File: config.mk
export PLATFORM = sky130hd
export DESIGN_NAME = msb_first_bit_reader_top
export DESIGN_NICKNAME = d
export VERILOG_FILES = /design/src/rtl/bitrd_pkg.sv /design/src/rtl/bitrd_fifo.sv /design/src/rtl/bitrd_core.sv /design/src/rtl/msb_first_bit_reader_top.sv
export SDC_FILE = /design/constraint.sdc
export NUM_CORES = 1
export LEC_CHECK = 0
export ABC_AREA = 1
export BUFFER_PORTS_ARGS = -buffer_cell sky130_fd_sc_hd__clkbuf_2
export CAP_MARGIN = 25
export CORE_MARGIN = 5
export CORE_UTILIZATION = 40
export DETAILED_ROUTE_END_ITERATION = 10
export GPL_TIMING_DRIVEN = 0
export SLEW_MARGIN = 10
export SYNTH_ARGS = -nofsm -noshare
export SYNTH_HDL_FRONTEND = slang
export SYNTH_SLANG_ARGS = --single-unit
File: constraint.sdc
create_clock -name clk -period 7 [get_ports clk]
set_input_delay 1.05 -clock clk [delete_from_list [all_inputs] [get_ports clk]]
set_output_delay 1.05 -clock clk [all_outputs]
set_load 0.05 [all_outputs]
File: src/rtl/bitrd_pkg.sv
`timescale 1ns / 1ps
`default_nettype none

package bitrd_pkg;

    localparam int FIFO_DEPTH = 16;
    localparam int ADDR_W     = (FIFO_DEPTH > 1) ? $clog2(FIFO_DEPTH) : 1;
    localparam int FILL_W     = $clog2(FIFO_DEPTH + 1);
    localparam int WORD_W     = 32;
    localparam int ZCNT_MAX   = (FIFO_DEPTH * WORD_W > 1023) ? FIFO_DEPTH * WORD_W : 1023;
    localparam int ZCNT_W     = $clog2(ZCNT_MAX + 1);

    typedef enum logic [1:0] {
        FUNC_PUSH  = 2'd0,
        FUNC_GET   = 2'd1,
        FUNC_ZEROS = 2'd2,
        FUNC_ALIGN = 2'd3
    } func_t;

    typedef enum logic [1:0] {
        ST_OK       = 2'd0,
        ST_UNDERRUN = 2'd1,
        ST_REFUSED  = 2'd2
    } status_t;

    typedef struct packed {
        func_t       func;
        logic [31:0] word;
        logic [5:0]  bit_count;
        logic [9:0]  max_zeros;
    } cmd_t;

    typedef struct packed {
        logic [31:0] value;
        status_t     status;
    } rsp_t;

    typedef struct packed {
        logic push;
        logic pop;
        logic rd;
    } fifo_ctl_t;

    typedef struct packed {
        logic full;
        logic empty;
    } fifo_stat_t;

    function automatic logic [ADDR_W-1:0] ptr_inc(input logic [ADDR_W-1:0] p);
        logic [ADDR_W-1:0] r;
        if (p == ADDR_W'(FIFO_DEPTH - 1))
            r = '0;
        else
            r = p + ADDR_W'(1);
        return r;
    endfunction

endpackage

`default_nettype wire

File: src/rtl/bitrd_fifo.sv
`timescale 1ns / 1ps
`default_nettype none

module bitrd_fifo (
    input  wire logic                  clk,
    input  wire logic                  rst_n,
    input  wire bitrd_pkg::fifo_ctl_t  ctl,
    input  wire logic [31:0]           wdata,
    output bitrd_pkg::fifo_stat_t      stat,
    output logic [31:0]                rdata
);

    logic [31:0]                   mem [bitrd_pkg::FIFO_DEPTH];
    logic [bitrd_pkg::ADDR_W-1:0]  head_reg;
    logic [bitrd_pkg::ADDR_W-1:0]  tail_reg;
    logic [bitrd_pkg::FILL_W-1:0]  fill_reg;
    logic [bitrd_pkg::FILL_W-1:0]  fill_next;
    logic [31:0]                   rdata_reg;

    always_ff @(posedge clk)
    begin
        if (ctl.push)
            mem[tail_reg] <= wdata;
        if (ctl.rd)
            rdata_reg <= mem[head_reg];
    end

    always_comb
    begin
        fill_next = fill_reg;
        case ({ctl.push, ctl.pop})
            2'b10:   fill_next = fill_reg + bitrd_pkg::FILL_W'(1);
            2'b01:   fill_next = fill_reg - bitrd_pkg::FILL_W'(1);
            default: fill_next = fill_reg;
        endcase
    end

    always_ff @(posedge clk or negedge rst_n)
    begin
        if (!rst_n)
        begin
            head_reg <= '0;
            tail_reg <= '0;
            fill_reg <= '0;
        end
        else
        begin
            if (ctl.push)
                tail_reg <= bitrd_pkg::ptr_inc(tail_reg);
            if (ctl.pop)
                head_reg <= bitrd_pkg::ptr_inc(head_reg);
            fill_reg <= fill_next;
        end
    end

    assign stat.full  = (fill_reg == bitrd_pkg::FILL_W'(bitrd_pkg::FIFO_DEPTH));
    assign stat.empty = (fill_reg == '0);
    assign rdata      = rdata_reg;

endmodule

`default_nettype wire

File: src/rtl/bitrd_core.sv
`timescale 1ns / 1ps
`default_nettype none

module bitrd_core (
    input  wire logic                   clk,
    input  wire logic                   rst_n,
    input  wire logic                   cmd_valid,
    output logic                        cmd_stall,
    input  wire bitrd_pkg::cmd_t        cmd,
    output logic                        res_valid,
    input  wire logic                   res_take,
    output bitrd_pkg::rsp_t             res,
    output bitrd_pkg::fifo_ctl_t        fifo_ctl,
    output logic [31:0]                 fifo_wdata,
    input  wire bitrd_pkg::fifo_stat_t  fifo_stat,
    input  wire logic [31:0]            fifo_rdata
);

    typedef enum logic [4:0] {
        S_IDLE     = 5'b00001,
        S_DISPATCH = 5'b00010,
        S_STEP     = 5'b00100,
        S_LOAD     = 5'b01000,
        S_DONE     = 5'b10000
    } state_t;

    state_t                        state_reg, state_next;
    bitrd_pkg::cmd_t               req_reg, req_next;
    bitrd_pkg::rsp_t               res_reg, res_next;
    logic [31:0]                   cur_reg, cur_next;
    logic                          cur_vld_reg, cur_vld_next;
    logic [4:0]                    pos_reg, pos_next;
    logic                          flag_reg, flag_next;
    logic [5:0]                    rem_reg, rem_next;
    logic [31:0]                   val_reg, val_next;
    logic [bitrd_pkg::ZCNT_W-1:0]  zcnt_reg, zcnt_next;

    logic                          bit_in;
    logic [31:0]                   val_shift;
    logic [bitrd_pkg::ZCNT_W-1:0]  zcnt_inc;
    logic [5:0]                    nbits;

    assign bit_in    = cur_reg[31];
    assign val_shift = {val_reg[30:0], bit_in};
    assign zcnt_inc  = zcnt_reg + bitrd_pkg::ZCNT_W'(1);
    assign nbits     = (req_reg.bit_count > 6'd32) ? 6'd32 : req_reg.bit_count;

    always_comb
    begin
        state_next   = state_reg;
        req_next     = req_reg;
        res_next     = res_reg;
        cur_next     = cur_reg;
        cur_vld_next = cur_vld_reg;
        pos_next     = pos_reg;
        flag_next    = flag_reg;
        rem_next     = rem_reg;
        val_next     = val_reg;
        zcnt_next    = zcnt_reg;
        fifo_ctl     = '0;

        unique case (state_reg)
            S_IDLE:
            begin
                if (cmd_valid)
                begin
                    req_next   = cmd;
                    state_next = S_DISPATCH;
                end
            end

            S_DISPATCH:
            begin
                res_next   = '{value: '0, status: bitrd_pkg::ST_OK};
                val_next   = '0;
                zcnt_next  = '0;
                rem_next   = nbits;
                state_next = S_DONE;
                if (req_reg.func == bitrd_pkg::FUNC_PUSH)
                begin
                    if (fifo_stat.full)
                        res_next.status = bitrd_pkg::ST_REFUSED;
                    else
                    begin
                        fifo_ctl.push = 1'b1;
                        if (flag_reg)
                            res_next.status = bitrd_pkg::ST_UNDERRUN;
                    end
                end
                else if (flag_reg)
                begin
                    res_next.status = bitrd_pkg::ST_UNDERRUN;
                    if (req_reg.func != bitrd_pkg::FUNC_ALIGN)
                        res_next.value = '1;
                end
                else
                begin
                    unique case (req_reg.func)
                        bitrd_pkg::FUNC_GET:
                        begin
                            if (nbits != 6'd0)
                                state_next = S_STEP;
                        end
                        bitrd_pkg::FUNC_ZEROS:
                            state_next = S_STEP;
                        bitrd_pkg::FUNC_ALIGN:
                        begin
                            if (pos_reg != 5'd0 && !fifo_stat.empty)
                            begin
                                fifo_ctl.pop = 1'b1;
                                cur_vld_next = 1'b0;
                            end
                            pos_next = '0;
                        end
                        default:
                            state_next = S_DONE;
                    endcase
                end
            end

            S_STEP:
            begin
                if (!cur_vld_reg)
                begin
                    if (fifo_stat.empty)
                    begin
                        flag_next  = 1'b1;
                        res_next   = '{value: '1, status: bitrd_pkg::ST_UNDERRUN};
                        state_next = S_DONE;
                    end
                    else
                    begin
                        fifo_ctl.rd = 1'b1;
                        state_next  = S_LOAD;
                    end
                end
                else
                begin
                    // consume one bit off the head word
                    cur_next = {cur_reg[30:0], 1'b0};
                    pos_next = pos_reg + 5'd1;
                    if (pos_reg == 5'd31)
                    begin
                        fifo_ctl.pop = 1'b1;
                        cur_vld_next = 1'b0;
                    end
                    if (req_reg.func == bitrd_pkg::FUNC_GET)
                    begin
                        val_next = val_shift;
                        rem_next = rem_reg - 6'd1;
                        if (rem_reg == 6'd1)
                        begin
                            res_next   = '{value: val_shift, status: bitrd_pkg::ST_OK};
                            state_next = S_DONE;
                        end
                    end
                    else
                    begin
                        if (bit_in)
                        begin
                            res_next   = '{value: 32'(zcnt_reg), status: bitrd_pkg::ST_OK};
                            state_next = S_DONE;
                        end
                        else
                        begin
                            zcnt_next = zcnt_inc;
                            if (req_reg.max_zeros != 10'd0 &&
                                zcnt_inc == bitrd_pkg::ZCNT_W'(req_reg.max_zeros))
                            begin
                                res_next   = '{value: 32'(zcnt_inc),
                                               status: bitrd_pkg::ST_OK};
                                state_next = S_DONE;
                            end
                        end
                    end
                end
            end

            S_LOAD:
            begin
                cur_next     = fifo_rdata;
                cur_vld_next = 1'b1;
                state_next   = S_STEP;
            end

            S_DONE:
            begin
                if (res_take)
                    state_next = S_IDLE;
            end

            default:
                state_next = S_IDLE;
        endcase
    end

    always_ff @(posedge clk or negedge rst_n)
    begin
        if (!rst_n)
        begin
            state_reg   <= S_IDLE;
            cur_vld_reg <= 1'b0;
            pos_reg     <= '0;
            flag_reg    <= 1'b0;
        end
        else
        begin
            state_reg   <= state_next;
            cur_vld_reg <= cur_vld_next;
            pos_reg     <= pos_next;
            flag_reg    <= flag_next;
        end
    end

    always_ff @(posedge clk)
    begin
        req_reg  <= req_next;
        res_reg  <= res_next;
        cur_reg  <= cur_next;
        rem_reg  <= rem_next;
        val_reg  <= val_next;
        zcnt_reg <= zcnt_next;
    end

    assign cmd_stall  = (state_reg != S_IDLE);
    assign res_valid  = (state_reg == S_DONE);
    assign res        = res_reg;
    assign fifo_wdata = req_reg.word;

    a_cur_needs_word: assert property (@(posedge clk) disable iff (!rst_n)
        cur_vld_reg |-> !fifo_stat.empty)
        else $error("head word loaded while fifo empty");

    a_pos_needs_word: assert property (@(posedge clk) disable iff (!rst_n)
        (pos_reg != 5'd0) |-> cur_vld_reg)
        else $error("bit position set without a loaded head word");

    a_flag_sticky: assert property (@(posedge clk) disable iff (!rst_n)
        flag_reg |=> flag_reg)
        else $error("underrun flag cleared");

    a_load_after_read: assert property (@(posedge clk) disable iff (!rst_n)
        (state_reg == S_LOAD) |-> $past(fifo_ctl.rd))
        else $error("head word taken without a read");

endmodule

`default_nettype wire

File: src/rtl/msb_first_bit_reader_top.sv
// MSB-first bitstream reader.
// cmd channel (cmd_valid / cmd_stall / cmd): one request per handshake:
// push a word, get up to 32 bits, count zeros up to a nonzero max_zeros, or align.
// rsp channel (rsp_valid / rsp_stall / rsp): one response per request,
// in order, from an output register.
// Words sit in a 16-entry FIFO; the head word is held in a shift register
// and consumed one bit per cycle, pausing while a head word is fetched.
// A request is dispatched, then get bits and count zeros step through the
// head word register one bit at a time, fetching head words from the FIFO
// as needed; push, align and requests answered from the underrun flag
// finish at dispatch.
// A new request is taken the cycle after the previous response has moved
// into the output register; the core works on one request at a time.
// While rsp_stall holds the output register, one more request may finish
// and then waits inside the core.
// Reset empties the FIFO, clears the bit position and the underrun flag.
`timescale 1ns / 1ps
`default_nettype none

module msb_first_bit_reader_top (
    input  wire logic             clk,
    input  wire logic             rst_n,
    input  wire logic             cmd_valid,
    output logic                  cmd_stall,
    input  wire bitrd_pkg::cmd_t  cmd,
    output logic                  rsp_valid,
    input  wire logic             rsp_stall,
    output bitrd_pkg::rsp_t       rsp
);

    bitrd_pkg::fifo_ctl_t   fifo_ctl;
    bitrd_pkg::fifo_stat_t  fifo_stat;
    logic [31:0]            fifo_wdata;
    logic [31:0]            fifo_rdata;
    logic                   res_valid;
    logic                   res_take;
    bitrd_pkg::rsp_t        res;
    logic                   out_vld_reg;
    bitrd_pkg::rsp_t        out_reg;

    bitrd_fifo u_fifo (
        .clk   (clk),
        .rst_n (rst_n),
        .ctl   (fifo_ctl),
        .wdata (fifo_wdata),
        .stat  (fifo_stat),
        .rdata (fifo_rdata)
    );

    bitrd_core u_core (
        .clk        (clk),
        .rst_n      (rst_n),
        .cmd_valid  (cmd_valid),
        .cmd_stall  (cmd_stall),
        .cmd        (cmd),
        .res_valid  (res_valid),
        .res_take   (res_take),
        .res        (res),
        .fifo_ctl   (fifo_ctl),
        .fifo_wdata (fifo_wdata),
        .fifo_stat  (fifo_stat),
        .fifo_rdata (fifo_rdata)
    );

    assign res_take = res_valid && (!out_vld_reg || !rsp_stall);

    always_ff @(posedge clk or negedge rst_n)
    begin
        if (!rst_n)
            out_vld_reg <= 1'b0;
        else if (res_take)
            out_vld_reg <= 1'b1;
        else if (!rsp_stall)
            out_vld_reg <= 1'b0;
    end

    always_ff @(posedge clk)
    begin
        if (res_take)
            out_reg <= res;
    end

    assign rsp_valid = out_vld_reg;
    assign rsp       = out_reg;

endmodule

`default_nettype wire
Word-level counts from Yosys, hierarchy flattened --
Memory sizes are Yosys's and may differ from the RTL's. A register that Yosys moved wholly into a read port is not among the register bits. Index checks and enable logic that the tools add are counted.
Storage, ports and cells: memories 1, register bits 223, output and inout bits 36, input bits 54, word-level logic and storage cells 158, bits in writable memories 512
Operators by class: bitwise gates (word level) 1, magnitude comparators 1, reductions and logical operators 25, equal/unequal tests 32, muxes and demuxes 71, $add $sub $neg 7
Memories:
- u_fifo.mem | words 16, bits a word 32, read ports 1, clocked after Yosys merged registers in 1, write ports 1, line bitrd_fifo.sv:13 | logic [31:0] mem [bitrd_pkg::FIFO_DEPTH];
Operator list (number):
- 34-bit two-way mux | 7
- 32-bit two-way mux | 3
- 5-bit two-way mux | 15
- 34-bit case mux with 2 select lines | 1
- 32-bit case mux with 2 select lines | 1
- 31-bit two-way mux | 2
- 31-bit case mux with 2 select lines | 1
- 10-bit two-way mux | 3
- 5-bit case mux with 2 select lines | 3
- 5-bit case mux with 5 select lines | 1
- 1-bit two-way mux | 23
- 10-bit case mux with 2 select lines | 1
- 6-bit two-way mux | 3
- 5-bit == test (second input constant) | 3
- 2-bit inequality test (second input constant) | 7
- 6-bit case mux with 2 select lines | 1
- 4-bit AND reduction | 3
- 10-bit by 1-bit adder with 10-bit output (second input constant) | 1
- 5-bit by 1-bit adder with 5-bit output (second input constant) | 2
- 10-bit == test | 1
- 2-bit by 1-bit inequality test with 1-bit output (second input constant) | 5
- 5-bit AND reduction | 2
- 10-bit nonzero test | 1
- 4-bit by 1-bit adder with 4-bit output (second input constant) | 2
- 31 further kinds | 45

Depth between registers and ports, before layout --
depth after elaboration 10, mapped depth 15, gate-level depth less buffers 15

By module --
A second synthesis with hierarchy kept.
Unflattened totals: cell total of the unflattened synthesis 2626, area total of the unflattened synthesis 31157.4 um^2
Modules (own cells, without submodules):
- bitrd_fifo | seq. area each 16661.0 um^2, cells an instance 1869, area an instance 22361.4 um^2, instances 1
- bitrd_core | seq. area each 5196.2 um^2, cells an instance 718, area an instance 7729.9 um^2, instances 1
- msb_first_bit_reader_top | seq. area each 1046.0 um^2, cells an instance 39, area an instance 1066.0 um^2, instances 1

Worst setup path before layout --
OpenSTA, ideal clock, no wires.
kind register to register, start reg u_core.state_reg[2], end reg u_core.req_reg (netlist bit u_core.fifo_wdata[0]) (enable), setup time 458 ps, buffers on the path 0, period minus slack after synthesis 3824 ps, cell stages (with the launch flop) 6, arrival time 3366 ps, slack 3176 ps, data required time 6542 ps, cells stage by stage dfrtp_1 nor2_4 inv_1 nor4_1 inv_1 nor2_1
Between the ends: cells in the longest elaborated chain, start to end 2
RTL lines:
- start, declared | line bitrd_core.sv:27 | state_t state_reg, state_next;
- start signal, assigned | line bitrd_core.sv:208 | state_reg <= state_next;
- 5-bit by 1-bit == test with 1-bit output | line bitrd_core.sv:62 | unique case (state_reg)
- 2-bit AND reduction (no line)
- end signal, assigned | line bitrd_core.sv:217 | req_reg <= req_next;
- end, declared | line bitrd_core.sv:28 | bitrd_pkg::cmd_t req_reg, req_next;
No other way between the ends. A chain may end at the register's enable or synchronous reset.

Final worst setup path --
start reg u_core.state_reg[2], end out cmd_stall
Between the ends: cells in the longest elaborated chain, start to end 1
RTL lines:
- 5-bit by 1-bit inequality test with 1-bit output | line bitrd_core.sv:225 | assign cmd_stall = (state_reg != S_IDLE);
- end, declared | line msb_first_bit_reader_top.sv:24 | output logic cmd_stall,
No other way between the ends.

==> run summary <==
Layout area overhead -> 16.2%
max-slew violations -> 0
yosys warns -> 0
largest net degree at the start of global routing -> 38
initial antenna violation count -> 2
VDD IR-drop max -> 0.000211 V
register area share after synthesis -> 0.764
worst hold path cell count -> 0
Initial DRC Count -> 2,007
antenna-violating nets left -> 0
post-CTS setup buffers -> 0
worst slack, placed -> 3.88 ns
Avg Inst Size Synth -> 13.3 um^2
leakage -> 12.1 nW
CTS tree -> built
core area -> 74,300 um^2
FF-to-FF Start -> u_core.req_reg[49]
root buffer selected by CTS -> clkbuf_16
Crit path arrival time -> 2.15 ns
Post-CTS Hold Buffers -> 0
GPL Wtd Cong -> 0.865
Hold Path Class -> reg -> reg
setup slack, reg-to-reg -> 3.81 ns
hold path startpoint -> u_core.res[13]
Nets -> 2,514
hold endpoint -> rsp[13]
Async SR Flop Fraction -> 0.0339
placed cells -> 3,326
period utilisation layout -> 0.458
die width -> 284 um
Required @ worst endpoint -> 5.95 ns
unrepaired setup endpoints after global routing -> false
Die Y -> 284 um
Mapped Area -> 30,000 um^2
clock-pin slew on the worst setup and hold paths -> 0.06 ns
Routed wire per std cell -> 22.1 um
Final Hold Vio Count -> 0
setup TNS -> 0 ns
top_reg_cell synth -> edfxtp_1
peak fanout along the critical path -> 4
DR vias/cell -> 5.45
Crit Path Class -> reg -> out
Worst R2R Path Depth -> 15
post_cts resized -> 0
Row Count -> 100
first-pass GRT wire length -> 115,000 um
layout cell share with drive strength beyond 1 -> 0.124
crit end category -> output pin
worst hold slack -> 0.415 ns
kind of cell adding the most delay to the critical path -> buffers and inverters
Post-Layout Cell Count -> 3,474
htree depth -> 3
worst-skew pair later-pin latency -> 0.64 ns
post-synthesis net count -> 2,319
grt total ovfl -> 0
CP max-delay cell -> dfrtp_1
Post-synth EDFFs -> 741
CTS Buffer Depth -> 3
Buf/Inv on CP -> 3
Residual DRC -> 0
Largest stage delay, worst path -> 0.45 ns
clk sinks -> 767
Ports -> 90
maxcap violations -> 0
final worst slack -> 3.80 ns
via count -> 18,920
die area -> 80,500 um^2
Post-DP HPWL -> 51,000 um
Routed WL -> 76,800 um
status -> finished clean
# setup viols final -> 0
clk_skew -> 0.0473 ns
Syn Inst Count -> 2,245
crit path cell chain -> nor2_4, inv_1, nor4_1, inv_1, clkbuf_2
All-Layer GR Usage -> 0.185
vias in the first global route -> 18,841
Slew HR -> 0.404
Port-buffer cells -> 89
#FFs+latches synth -> 767
RR Endpoint -> u_fifo.fill_reg[4]
Worst setup SP type -> flop
Initial Utilization -> 0.403
crit path launch -> u_core.state_reg[2]
Pwr Total -> 10.5 mW
Tmin final -> 3.20 ns
CP most frequent cell -> inv_1
max reg flops -> 512
CTS Buf Count -> 81
Max Fclk -> 0.312 GHz
drt pass-1 iters -> 6
PwrDens -> 303 nW/um^2
Least-Margin Pin Slew -> 0.893 ns
synth unique cells -> 42
fill count -> 6,481
-- per-layer routing --
metal | vias to the layer above | GRT usage | part of all wire
met5 | - | 0 | 0
met2 | 811 | 0.317 | 0.49
met4 | 0 | 0.0566 | 0.028
met1 | 9375 | 0.243 | 0.41
li1 | 8587 | - | -
met3 | 147 | 0.0335 | 0.072
-- how the worst max path moves through the flow --
stage | end | slack [ns] | depth (start not counted)
6_report | cmd_stall | 3.80 | 5
5_1_grt | u_fifo.fill_reg[4] | 3.67 | 15
4_1_cts | cmd_stall | 3.78 | 5
3_5_place_dp | u_fifo.fill_reg[4] | 3.88 | 15
3_3_place_gp | u_core.fifo_wdata[2] | 0.92 | 3
2_1_floorplan | u_core.fifo_wdata[0] | 3.18 | 5
-- cells in the final DEF, fill, tap and decap left out, drive strengths merged, types with 5 or more instances in the layout --
cell type / n
o211ai: 14
clkbuf: 268
nand3: 82
buf: 63
xnor2: 5
a21oi: 23
nand2: 267
o21ai: 317
dfrtp: 25
edfxtp: 741
o22ai: 77
clkinv: 39
nor3: 18
nor2: 349
nand4: 7
o221ai: 52
inv: 114
ha: 19
-- final cells by class --
type	count	area, um^2	area share
clock inverters	47	414	0.0119
repair buffers	112	921	0.0265
multi-input cells	1247	6280	0.180
plain buffers	119	517	0.0148
diodes	1	2.50	0.0000719
well taps	969	1210	0.0348
flip-flops and latches	767	22900	0.658
inverters	112	420	0.0121
clock buffers	100	2140	0.0615
-- cell families after synthesis --
| group | share of synthesized area |
|---|---|
| AO/OA/AOI/OAI | 0.0932 |
| XOR/XNOR | 0.00263 |
| adder cells (fa/ha/maj) | 0.00860 |
| buffers and inverters | 0.0313 |
| flip-flops | 0.764 |
| AND/OR/NAND/NOR | 0.100 |
-- stage by stage --
stage	cell area (um^2)	utilization
floorplan	30000	-
global placement	31600	0.425
detailed placement	32300	0.434
CTS	34800	0.468
global route	34800	0.468
finish	34800	0.468
-- cell usage after synthesis (2+ instances only) --
cell type  count  share of area
a21o_1         2        0.00050
a21oi_1       23         0.0038
buf_1          2        0.00025
buf_2         29         0.0048
buf_4          9         0.0023
clkbuf_1      79         0.0099
clkinv_1       2        0.00025
dfrtp_1       25          0.021
edfxtp_1     741           0.74
ha_1          19         0.0079
inv_1        105          0.013
inv_2          5        0.00063
nand2_1      261          0.033
nand2_2        5         0.0010
nand3_1       80          0.013
nand3_2        2        0.00067
nand3b_1       2        0.00050
nand4_1        6         0.0013
nor2_1       344          0.043
nor2_2         3        0.00063
nor2_4         2        0.00075
nor3_1        16         0.0027
nor4_1         2        0.00042
o211ai_1      14         0.0035
o21ai_0      300          0.050
o21ai_1       17         0.0028
o221ai_1      52          0.015
o22ai_1       77          0.016
xnor2_1        5         0.0015
xor2_1         4         0.0012
-- power by group --
part | leakage, nW | switching, mW | internal, mW
clock | 1.25 | 1.77 | 2.34
combinational | 3.79 | 0.493 | 0.190
sequential | 7.06 | 0.261 | 5.48
No activity file was read; power rests on OpenSTA's default activity.
